## src/rtl/core/dftk_pkg.sv

```systemverilog
`timescale 1ns / 1ps
`default_nettype none
package dftk_pkg;

	localparam int KEY_W    = 16;
	localparam int TICKET_W = 32;
	localparam int CMD_W    = 2;
	localparam int STATUS_W = 2;
	localparam int COUNT_W  = 5;

	localparam logic [CMD_W-1:0] CMD_ADD    = 2'd0;
	localparam logic [CMD_W-1:0] CMD_REMOVE = 2'd1;
	localparam logic [CMD_W-1:0] CMD_PEEK   = 2'd2;
	localparam logic [CMD_W-1:0] CMD_QUERY  = 2'd3;

	localparam logic [STATUS_W-1:0] STAT_DONE    = 2'd0;
	localparam logic [STATUS_W-1:0] STAT_IGNORED = 2'd1;
	localparam logic [STATUS_W-1:0] STAT_FULL    = 2'd2;

	// one queue slot: key plus its ticket
	typedef struct packed {
		logic [KEY_W-1:0]    key;
		logic [TICKET_W-1:0] ticket;
	} entry_t;

	// outcome of a key search
	typedef struct packed {
		logic                done;
		logic                hit;
		logic [TICKET_W-1:0] ticket;
	} scan_res_t;

endpackage
`default_nettype wire

```

## src/rtl/core/dftk_if.sv

```systemverilog
`timescale 1ns / 1ps
`default_nettype none
interface dftk_req_if;
	import dftk_pkg::*;

	logic             valid;
	logic             ready;
	logic [CMD_W-1:0] cmd;
	logic [KEY_W-1:0] key;

	modport source (output valid, output cmd, output key, input ready);
	modport sink   (input valid, input cmd, input key, output ready);
endinterface

interface dftk_rsp_if;
	import dftk_pkg::*;

	logic                valid;
	logic                ready;
	logic [KEY_W-1:0]    front_key;
	logic                front_valid;
	logic [TICKET_W-1:0] ticket;
	logic                found;
	logic [STATUS_W-1:0] status;
	logic [COUNT_W-1:0]  count;

	modport source (output valid, output front_key, output front_valid, output ticket,
		output found, output status, output count, input ready);
	modport sink   (input valid, input front_key, input front_valid, input ticket,
		input found, input status, input count, output ready);
endinterface
`default_nettype wire

```

## src/rtl/core/dedup_fifo_with_tickets_unit.sv

```systemverilog
`timescale 1ns / 1ps
`default_nettype none
// Queue of unique keys, each holding a ticket number.
// req channel (valid/ready): cmd and key. add enqueues an absent key with the
// next ticket (1 after reset, wraps at 32 bits); remove drops the front;
// peek reports the front; query looks up a key's ticket.
// rsp channel (valid/ready): one item per request with the front key after
// the step, the ticket and found flag, a status code and the fill count.
// Timing: one request at a time. Add and query search the waiting keys one
// per cycle through the shared compare unit and the storage read port,
// stopping at a hit. Each request then passes the update, front read,
// front wait and output states; remove and peek skip the search. When the
// queue is empty after the step, the front wait state is skipped.
// The front key is re-read from storage at the end of every request.
// Reset: queue empty, next ticket 1; storage contents are not cleared, only
// data from slots inside the occupied window is ever used.
// Stall: the result sits in an output register; a new request is taken while
// it waits, but the next result is held back until rsp.ready frees it.
module dedup_fifo_with_tickets_unit #(
	parameter int DEPTH    = 16,
	parameter int KEY_BITS = 16
) (
	input  wire logic  clk,
	input  wire logic  arst_n,
	dftk_req_if.sink   req,
	dftk_rsp_if.source rsp
);
	import dftk_pkg::*;

	localparam int AW = (DEPTH > 1) ? $clog2(DEPTH) : 1;
	localparam int CW = $clog2(DEPTH + 1);
	localparam int KB = (KEY_BITS < KEY_W) ? KEY_BITS : KEY_W;
	localparam logic [KEY_W-1:0] KEY_MASK = KEY_W'((33'd1 << KB) - 33'd1);

	localparam logic [2:0] ST_IDLE    = 3'd0;
	localparam logic [2:0] ST_SCAN    = 3'd1;
	localparam logic [2:0] ST_UPDATE  = 3'd2;
	localparam logic [2:0] ST_FRONT_RD = 3'd3;
	localparam logic [2:0] ST_FRONT_WT = 3'd4;
	localparam logic [2:0] ST_OUT     = 3'd5;

	logic [2:0]          state_q;
	logic [CMD_W-1:0]    cmd_q;
	logic [KEY_W-1:0]    key_q;
	logic [AW-1:0]       head_q;
	logic [AW-1:0]       tail_q;
	logic [CW-1:0]       fill_q;
	logic [TICKET_W-1:0] next_tkt_q;
	logic                hit_q;
	logic [TICKET_W-1:0] hit_tkt_q;

	// per-request results before the output register
	logic                found_q;
	logic [TICKET_W-1:0] ticket_q;
	logic [STATUS_W-1:0] status_q;
	logic [KEY_W-1:0]    front_q;

	// output register
	logic                rsp_vld_q;
	logic [KEY_W-1:0]    rsp_front_q;
	logic                rsp_fvld_q;
	logic [TICKET_W-1:0] rsp_ticket_q;
	logic                rsp_found_q;
	logic [STATUS_W-1:0] rsp_status_q;
	logic [COUNT_W-1:0]  rsp_count_q;

	logic          accept;
	logic          scan_start;
	logic [AW-1:0] scan_addr;
	logic [AW-1:0] rd_addr;
	entry_t        rd_data;
	scan_res_t     scan_res;
	logic          ram_we;
	entry_t        wr_entry;
	logic          is_full;
	logic          is_empty;
	logic          out_free;
	logic [AW-1:0] head_nxt;
	logic [AW-1:0] tail_nxt;

	assign accept     = req.valid && req.ready;
	assign req.ready  = (state_q == ST_IDLE);
	assign scan_start = accept && ((req.cmd == CMD_ADD) || (req.cmd == CMD_QUERY));
	assign is_full    = (fill_q == CW'(DEPTH));
	assign is_empty   = (fill_q == '0);
	assign out_free   = !rsp_vld_q || rsp.ready;
	assign head_nxt   = (head_q == AW'(DEPTH - 1)) ? '0 : head_q + 1'b1;
	assign tail_nxt   = (tail_q == AW'(DEPTH - 1)) ? '0 : tail_q + 1'b1;

	// new entry goes in at the tail during the update step
	assign ram_we          = (state_q == ST_UPDATE) && (cmd_q == CMD_ADD) && !hit_q && !is_full;
	assign wr_entry.key    = key_q;
	assign wr_entry.ticket = next_tkt_q;

	// read port: search walks the window, otherwise it fetches the front
	assign rd_addr = (state_q == ST_SCAN) ? scan_addr : head_q;

	dftk_ram #(
		.WIDTH ($bits(entry_t)),
		.DEPTH (DEPTH),
		.AW    (AW)
	) u_store (
		.clk   (clk),
		.we    (ram_we),
		.waddr (tail_q),
		.wdata (wr_entry),
		.raddr (rd_addr),
		.rdata (rd_data)
	);

	dftk_scan #(
		.DEPTH (DEPTH),
		.AW    (AW),
		.CW    (CW)
	) u_scan (
		.clk     (clk),
		.arst_n  (arst_n),
		.start   (scan_start),
		.head    (head_q),
		.fill    (fill_q),
		.key     (key_q),
		.rd_addr (scan_addr),
		.rd_data (rd_data),
		.res     (scan_res)
	);

	// sequencer and queue bookkeeping
	always_ff @(posedge clk or negedge arst_n) begin
		if (!arst_n) begin
			state_q    <= ST_IDLE;
			head_q     <= '0;
			tail_q     <= '0;
			fill_q     <= '0;
			next_tkt_q <= TICKET_W'(1);
			hit_q      <= 1'b0;
			rsp_vld_q  <= 1'b0;
		end else begin
			// in the output step a taken item is replaced by the next one
			if (rsp_vld_q && rsp.ready && (state_q != ST_OUT)) begin
				rsp_vld_q <= 1'b0;
			end
			unique case (state_q)
				ST_IDLE: begin
					hit_q <= 1'b0;
					if (accept) begin
						state_q <= scan_start ? ST_SCAN : ST_UPDATE;
					end
				end
				ST_SCAN: begin
					if (scan_res.done) begin
						hit_q   <= scan_res.hit;
						state_q <= ST_UPDATE;
					end
				end
				ST_UPDATE: begin
					if (ram_we) begin
						next_tkt_q <= next_tkt_q + 1'b1;
						tail_q     <= tail_nxt;
						fill_q     <= CW'(fill_q + 1'b1);
					end else if ((cmd_q == CMD_REMOVE) && !is_empty) begin
						head_q <= head_nxt;
						fill_q <= CW'(fill_q - 1'b1);
					end
					state_q <= ST_FRONT_RD;
				end
				ST_FRONT_RD: begin
					state_q <= is_empty ? ST_OUT : ST_FRONT_WT;
				end
				ST_FRONT_WT: begin
					state_q <= ST_OUT;
				end
				ST_OUT: begin
					if (out_free) begin
						rsp_vld_q <= 1'b1;
						state_q   <= ST_IDLE;
					end
				end
				default: begin
					state_q <= ST_IDLE;
				end
			endcase
		end
	end

	// payload registers
	always_ff @(posedge clk) begin
		if (accept) begin
			cmd_q <= req.cmd;
			key_q <= req.key & KEY_MASK;
		end
		if ((state_q == ST_SCAN) && scan_res.done) begin
			hit_tkt_q <= scan_res.ticket;
		end
		if (state_q == ST_UPDATE) begin
			case (cmd_q)
				CMD_ADD: begin
					found_q <= hit_q;
					if (hit_q) begin
						ticket_q <= hit_tkt_q;
						status_q <= STAT_IGNORED;
					end else if (is_full) begin
						ticket_q <= '0;
						status_q <= STAT_FULL;
					end else begin
						ticket_q <= next_tkt_q;
						status_q <= STAT_DONE;
					end
				end
				CMD_REMOVE: begin
					found_q  <= 1'b0;
					ticket_q <= '0;
					status_q <= is_empty ? STAT_IGNORED : STAT_DONE;
				end
				CMD_QUERY: begin
					found_q  <= hit_q;
					ticket_q <= hit_q ? hit_tkt_q : '0;
					status_q <= STAT_DONE;
				end
				default: begin
					found_q  <= 1'b0;
					ticket_q <= '0;
					status_q <= STAT_DONE;
				end
			endcase
		end
		if (state_q == ST_FRONT_RD) begin
			front_q <= '0;
		end
		if (state_q == ST_FRONT_WT) begin
			front_q <= rd_data.key;
		end
		if ((state_q == ST_OUT) && out_free) begin
			rsp_front_q  <= front_q;
			rsp_fvld_q   <= !is_empty;
			rsp_ticket_q <= ticket_q;
			rsp_found_q  <= found_q;
			rsp_status_q <= status_q;
			rsp_count_q  <= COUNT_W'(fill_q);
		end
	end

	assign rsp.valid       = rsp_vld_q;
	assign rsp.front_key   = rsp_front_q;
	assign rsp.front_valid = rsp_fvld_q;
	assign rsp.ticket      = rsp_ticket_q;
	assign rsp.found       = rsp_found_q;
	assign rsp.status      = rsp_status_q;
	assign rsp.count       = rsp_count_q;

endmodule
`default_nettype wire

```

## src/rtl/core/dftk_ram.sv

```systemverilog
`timescale 1ns / 1ps
`default_nettype none
module dftk_ram #(
	parameter int WIDTH = 48,
	parameter int DEPTH = 16,
	parameter int AW    = $clog2(DEPTH)
) (
	input  wire logic             clk,
	input  wire logic             we,
	input  wire logic [AW-1:0]    waddr,
	input  wire logic [WIDTH-1:0] wdata,
	input  wire logic [AW-1:0]    raddr,
	output logic      [WIDTH-1:0] rdata
);

	logic [WIDTH-1:0] mem [DEPTH];

	always_ff @(posedge clk) begin
		if (we) begin
			mem[waddr] <= wdata;
		end
		rdata <= mem[raddr];
	end

endmodule
`default_nettype wire

```

## src/rtl/core/dftk_scan.sv

```systemverilog
`timescale 1ns / 1ps
`default_nettype none
module dftk_scan #(
	parameter int DEPTH = 16,
	parameter int AW    = $clog2(DEPTH),
	parameter int CW    = $clog2(DEPTH + 1)
) (
	input  wire logic                        clk,
	input  wire logic                        arst_n,
	input  wire logic                        start,
	input  wire logic [AW-1:0]               head,
	input  wire logic [CW-1:0]               fill,
	input  wire logic [dftk_pkg::KEY_W-1:0]  key,
	output logic      [AW-1:0]               rd_addr,
	input  wire dftk_pkg::entry_t            rd_data,
	output dftk_pkg::scan_res_t              res
);
	import dftk_pkg::*;

	logic          busy_q;
	logic          pend_q;    // a read was issued last cycle
	logic [CW-1:0] cnt_q;     // reads issued so far
	logic [AW-1:0] ptr_q;
	logic [AW-1:0] ptr_nxt;
	logic          hit_now;
	scan_res_t     res_q;

	assign ptr_nxt = (ptr_q == AW'(DEPTH - 1)) ? '0 : ptr_q + 1'b1;
	assign hit_now = pend_q && (rd_data.key == key);
	assign rd_addr = ptr_q;
	assign res     = res_q;

	// one comparison per cycle, next read overlapped with the compare
	always_ff @(posedge clk or negedge arst_n) begin
		if (!arst_n) begin
			busy_q <= 1'b0;
			pend_q <= 1'b0;
			cnt_q  <= '0;
			ptr_q  <= '0;
			res_q  <= '0;
		end else begin
			res_q.done <= busy_q && !start && (hit_now || (cnt_q == fill));
			if (start) begin
				busy_q <= 1'b1;
				pend_q <= 1'b0;
				cnt_q  <= '0;
				ptr_q  <= head;
			end else if (busy_q) begin
				if (hit_now || (cnt_q == fill)) begin
					busy_q       <= 1'b0;
					pend_q       <= 1'b0;
					res_q.hit    <= hit_now;
					res_q.ticket <= rd_data.ticket;
				end else begin
					pend_q <= 1'b1;
					ptr_q  <= ptr_nxt;
					cnt_q  <= CW'(cnt_q + 1'b1);
				end
			end
		end
	end

endmodule
`default_nettype wire

```

## src/flat_wrapper.sv

```systemverilog
// flat-port wrapper written by rule: the top's interface ports become plain ports
module dedup_fifo_with_tickets_unit_flat import dftk_pkg::*;
#(
	parameter int DEPTH    = 16,
	parameter int KEY_BITS = 16
)
  (clk, arst_n, req_valid, req_cmd, req_key, req_ready, rsp_valid, rsp_front_key, rsp_front_valid, rsp_ticket, rsp_found, rsp_status, rsp_count, rsp_ready);
  dftk_req_if req_i ();
  dftk_rsp_if rsp_i ();
  input  wire logic clk;
  input  wire logic arst_n;
  input wire logic [$bits(req_i.valid)-1:0] req_valid;
  input wire logic [$bits(req_i.cmd)-1:0] req_cmd;
  input wire logic [$bits(req_i.key)-1:0] req_key;
  output wire logic [$bits(req_i.ready)-1:0] req_ready;
  output wire logic [$bits(rsp_i.valid)-1:0] rsp_valid;
  output wire logic [$bits(rsp_i.front_key)-1:0] rsp_front_key;
  output wire logic [$bits(rsp_i.front_valid)-1:0] rsp_front_valid;
  output wire logic [$bits(rsp_i.ticket)-1:0] rsp_ticket;
  output wire logic [$bits(rsp_i.found)-1:0] rsp_found;
  output wire logic [$bits(rsp_i.status)-1:0] rsp_status;
  output wire logic [$bits(rsp_i.count)-1:0] rsp_count;
  input wire logic [$bits(rsp_i.ready)-1:0] rsp_ready;
  assign req_i.valid = req_valid;
  assign req_i.cmd = req_cmd;
  assign req_i.key = req_key;
  assign req_ready = req_i.ready;
  assign rsp_valid = rsp_i.valid;
  assign rsp_front_key = rsp_i.front_key;
  assign rsp_front_valid = rsp_i.front_valid;
  assign rsp_ticket = rsp_i.ticket;
  assign rsp_found = rsp_i.found;
  assign rsp_status = rsp_i.status;
  assign rsp_count = rsp_i.count;
  assign rsp_i.ready = rsp_ready;
  dedup_fifo_with_tickets_unit #(.DEPTH(DEPTH), .KEY_BITS(KEY_BITS)) u_core (.clk(clk), .arst_n(arst_n), .req(req_i), .rsp(rsp_i));
endmodule
```

## config.mk

```make
export PLATFORM = sky130hd
export DESIGN_NAME = dedup_fifo_with_tickets_unit_flat
export DESIGN_NICKNAME = d
export VERILOG_FILES = /design/src/rtl/core/dftk_pkg.sv /design/src/rtl/core/dftk_if.sv /design/src/rtl/core/dedup_fifo_with_tickets_unit.sv /design/src/rtl/core/dftk_ram.sv /design/src/rtl/core/dftk_scan.sv /design/src/flat_wrapper.sv
export SDC_FILE = /design/constraint.sdc
export NUM_CORES = 1
export LEC_CHECK = 0
export BUFFER_PORTS_ARGS = -buffer_cell sky130_fd_sc_hd__clkbuf_2
export CORE_MARGIN = 4
export CORE_UTILIZATION = 62
export CTS_CLUSTER_SIZE = 20
export DETAILED_ROUTE_END_ITERATION = 12
export GPL_TIMING_DRIVEN = 1
export PLACE_DENSITY_LB_ADDON = 0.15
export SLEW_MARGIN = 25
export SYNTH_ARGS = -nofsm -noshare
export SYNTH_HDL_FRONTEND = slang
export SYNTH_HIERARCHICAL = 1
export SYNTH_SLANG_ARGS = --single-unit
export TNS_END_PERCENT = 100
```

## constraint.sdc

```tcl
create_clock -name clk -period 7.75 [get_ports clk]
set_input_delay 0 -clock clk [delete_from_list [all_inputs] [get_ports clk]]
set_output_delay 0 -clock clk [all_outputs]
set_load 0.05 [all_outputs]
```

==> impl_metrics.ini <==
[synthesis]
synth-compound-area-share_pct = 3.159
synth_xor_area_share_pct = 1.341
yosys_warnings = 6
synth-adder-area-share_pct = 0.3768
netlist_instances = 1904
async_reset_ff_share_pct = 8.887
syn_area_per_cell_um2 = 20.93
synth-edff-count = 926
synth_flop_cell = edfxtp_1
yosys-mux-area-fraction_pct = 12.57
ys_ff_latch = 1069
yosys.area_share.simple_pct = 3.102
ys_seq_area_share_pct = 78.16
yosysUniqueCellTypes = 61
synth_top_family_by_area = multiplexers
syn_area_um2 = 39850
syn_nets = 1938

[floorplan]
ios = 81
core_um2 = 63310
start_util_pct = 62.94
die_w_um = 261.5
die_h_um = 261.5
die-area_um2 = 68390
row_count = 92

[routing]
drtIter0Drc = 2067
via_per_inst = 6.413
postRouteAntennaNets = 0
num_vias = 19250
drtPass1Iterations = 5
wl_per_cell_um = 28.27
drt-total-wl_um = 84850
post-route-drc-count = 0

[finish]
mostFrequentLayoutCells = 926 x edfxtp_1, 192 x mux4_2, 128 x a22oi_1
area_delta_synth_final_pct = 13.32
num_antenna_cells = 0
fill_cells = 3768
drive_above_1_share_pct = 25.85
final_common_cell = edfxtp_1
fin_util_pct = 71.33
layout.nets = 2104

[timing]
finalCriticalPeriod_ns = 4.520
slew_headroom_pct = 29.38
finalSetupViolations = 0
min_period_over_period_pct = 58.33
finalSetupTns_ns = 0
clock_skew_ns = 0.02074
max_clock_freq_mhz = 221.2
worst_slew_pin_slew_ns = 1.057
drv_slew = 0
grt_setup_unrepaired = no
hold_viol_final = 0

[cts]
clk_latency_ns = 0.65
clockBufferDepth = 3
cts_buffers = 101
path_clk_slew_ns = 0.06
ctsHoldBuffers = 24
cts_repair_resize_count = 0
cts_tree = done
h-tree-depth = 3
numClockSinks = 1069
post_cts_buffers = 0
cts_root_buffer = clkbuf_16

[critical_path]
startpoint = u_core/state_q[1]
timing.rr.end = u_core/u_store/mem[9][36]
end_kind = register
critPathKind = reg2reg
critPathMaxFanout = 38
reg2reg_depth = 8
arrival_ns = 4.81
crit_required_ns = 8.04
startpoint_type = register
ff2ff_setup_slack_ns = 3.23
reg2reg_from = u_core/state_q[1]
endpoint = u_core/u_store/mem[9][36]

[power_and_ir_drop]
intPower_w = 0.01164
peakVddDrop_mv = 0.3286
p_seq_share_pct = 44.1
p_switching_w = 0.004662
p_sw_share_pct = 28.59
power_density_nw_per_um2 = 361.0
pwr-share-comb_pct = 24.9
power_frac_clock_pct = 31.0
p_leak_nw = 15.62

[grt]
grt_pass1_wl_um = 127300
grt_pass1_vias = 19870
grt_usage_pct = 25.43
grt-ovfl-total = 0
antenna_found_initial = 1
grt_max_degree = 123

[job]
max_cap_violations = 0

[run_status]
status = complete, no violations

[hold_path]
hp-class = in2reg

[placement]
port-buffer-count = 80
place_congestion = 0.7882
dp.final_hpwl_um = 45110
-- cells by family (layout without fill, tap and decap cells) --
kind of cell	after synthesis	count (layout)
and+or+nand+nor	250	250
buffers and inverters	100	351
muxes	243	243
AOI/OAI and AO/OA	169	169
xor gates and xnor gates	61	61
adders and majority gates	12	12
DFF	1069	1069
-- how the worst min path moves through the flow --
stage	start	endpoint	cells after the start
final	req_key[1]	u_core/key_q[1]	2
after global routing	req_key[14]	u_core/key_q[14]	2
after CTS	req_key[1]	u_core/key_q[1]	2
after detailed placement	arst_n	u_core/u_scan/cnt_q[3]	1
after global placement	arst_n	u_core/u_scan/cnt_q[2]	1
after floorplan	arst_n	u_core/fill_q[0]	0
-- state kept, by name, summed over array words and instances (netlist names), 2 cells and up --
register and cells:
u_core/u_scan/res 34, u_core/tail_q 4, u_core/u_store/mem 768, u_core/u_scan/cnt_q 5, u_core/fill_q 5, u_core/status_q 2, u_core/u_store/rdata 48, u_core/rsp.count 5
u_core/next_tkt_q 32, u_core/head_q 4, u_core/hit_tkt_q 32, u_core/state_q 3, u_core/rsp.status 2, u_core/rsp.front_key 16, u_core/key_q 16, u_core/u_scan/rd_addr 4
u_core/ticket_q 32, u_core/front_q 16, u_core/cmd_q 2, u_core/rsp.ticket 32
-- power by group through the flow --
stage                     Sequential, W  Combinational, W  Clock (W)
after global routing            0.00725           0.00436    0.00541
final                           0.00719           0.00406    0.00505
after floorplan                 0.00735           0.00304          0
after global placement          0.00728           0.00401          0
after CTS                       0.00720           0.00410    0.00514
after detailed placement        0.00731           0.00407          0
-- metal layers --
layer,GRT usage (%),vias up,wire length (µm),part of all wire [%]
met1,37.25,10200,34750,41
met3,5.241,133,7096,8.4
li1,-,8070,-,-
met5,0,-,0,0
met4,6.555,0,1696,2.0
met2,40.44,848,41300,49
-- synthesized netlist by cell type, types with 21 or more instances --
master / count / area share (%)
edfxtp_1: 926 / 70
mux4_2: 192 / 11
a22oi_1: 128 / 2.4
dfrtp_1: 94 / 5.9
nand2_1: 79 / 0.74
nor2_1: 68 / 0.64
dfxtp_1: 48 / 2.4
clkbuf_1: 38 / 0.36
xnor2_1: 33 / 0.73
mux2_4: 30 / 1.1
xor2_1: 28 / 0.62
nand3_1: 22 / 0.28
and2_1: 21 / 0.33
-- layout make-up --
type / count / area, µm² / area share (%)
Tap cell: 846 / 1059 / 2.344
Sequential cell: 1069 / 31150 / 68.97
Clock buffer: 128 / 2744 / 6.076
Multi-Input combinational cell: 735 / 8396 / 18.59
Timing Repair Buffer: 148 / 1081 / 2.394
Clock inverter: 60 / 675.6 / 1.496
Inverter: 15 / 56.30 / 0.1247
-- stage by stage --
step | instances | cell area (µm²) | hold slack, ns | worst slack [ns] | power [W]
after floorplan | 1904 | 39850 | -0.2956 | 1.039 | 0.01039
after global placement | 2785 | 41380 | 0.06093 | 3.206 | 0.01129
after detailed placement | 2788 | 41450 | 0.07213 | 3.129 | 0.01138
after CTS | 3000 | 45130 | 0.02598 | 3.083 | 0.01644
after global routing | 3001 | 45160 | 0.05485 | 2.928 | 0.01701
final | 3001 | 45160 | 0.06699 | 3.230 | 0.01630
-- critical path, cell delays in order (launching register included) --
cell and delay, ns:
dfrtp_1 0.52, or3b_4 0.47, clkinv_1 0.06, buf_4 0.47, nand3_1 0.42, inv_2 0.32
nand3b_1 0.33, nor2_4 0.92, buf_4 0.58
Note: power is estimated with default switching activity, not from simulation.
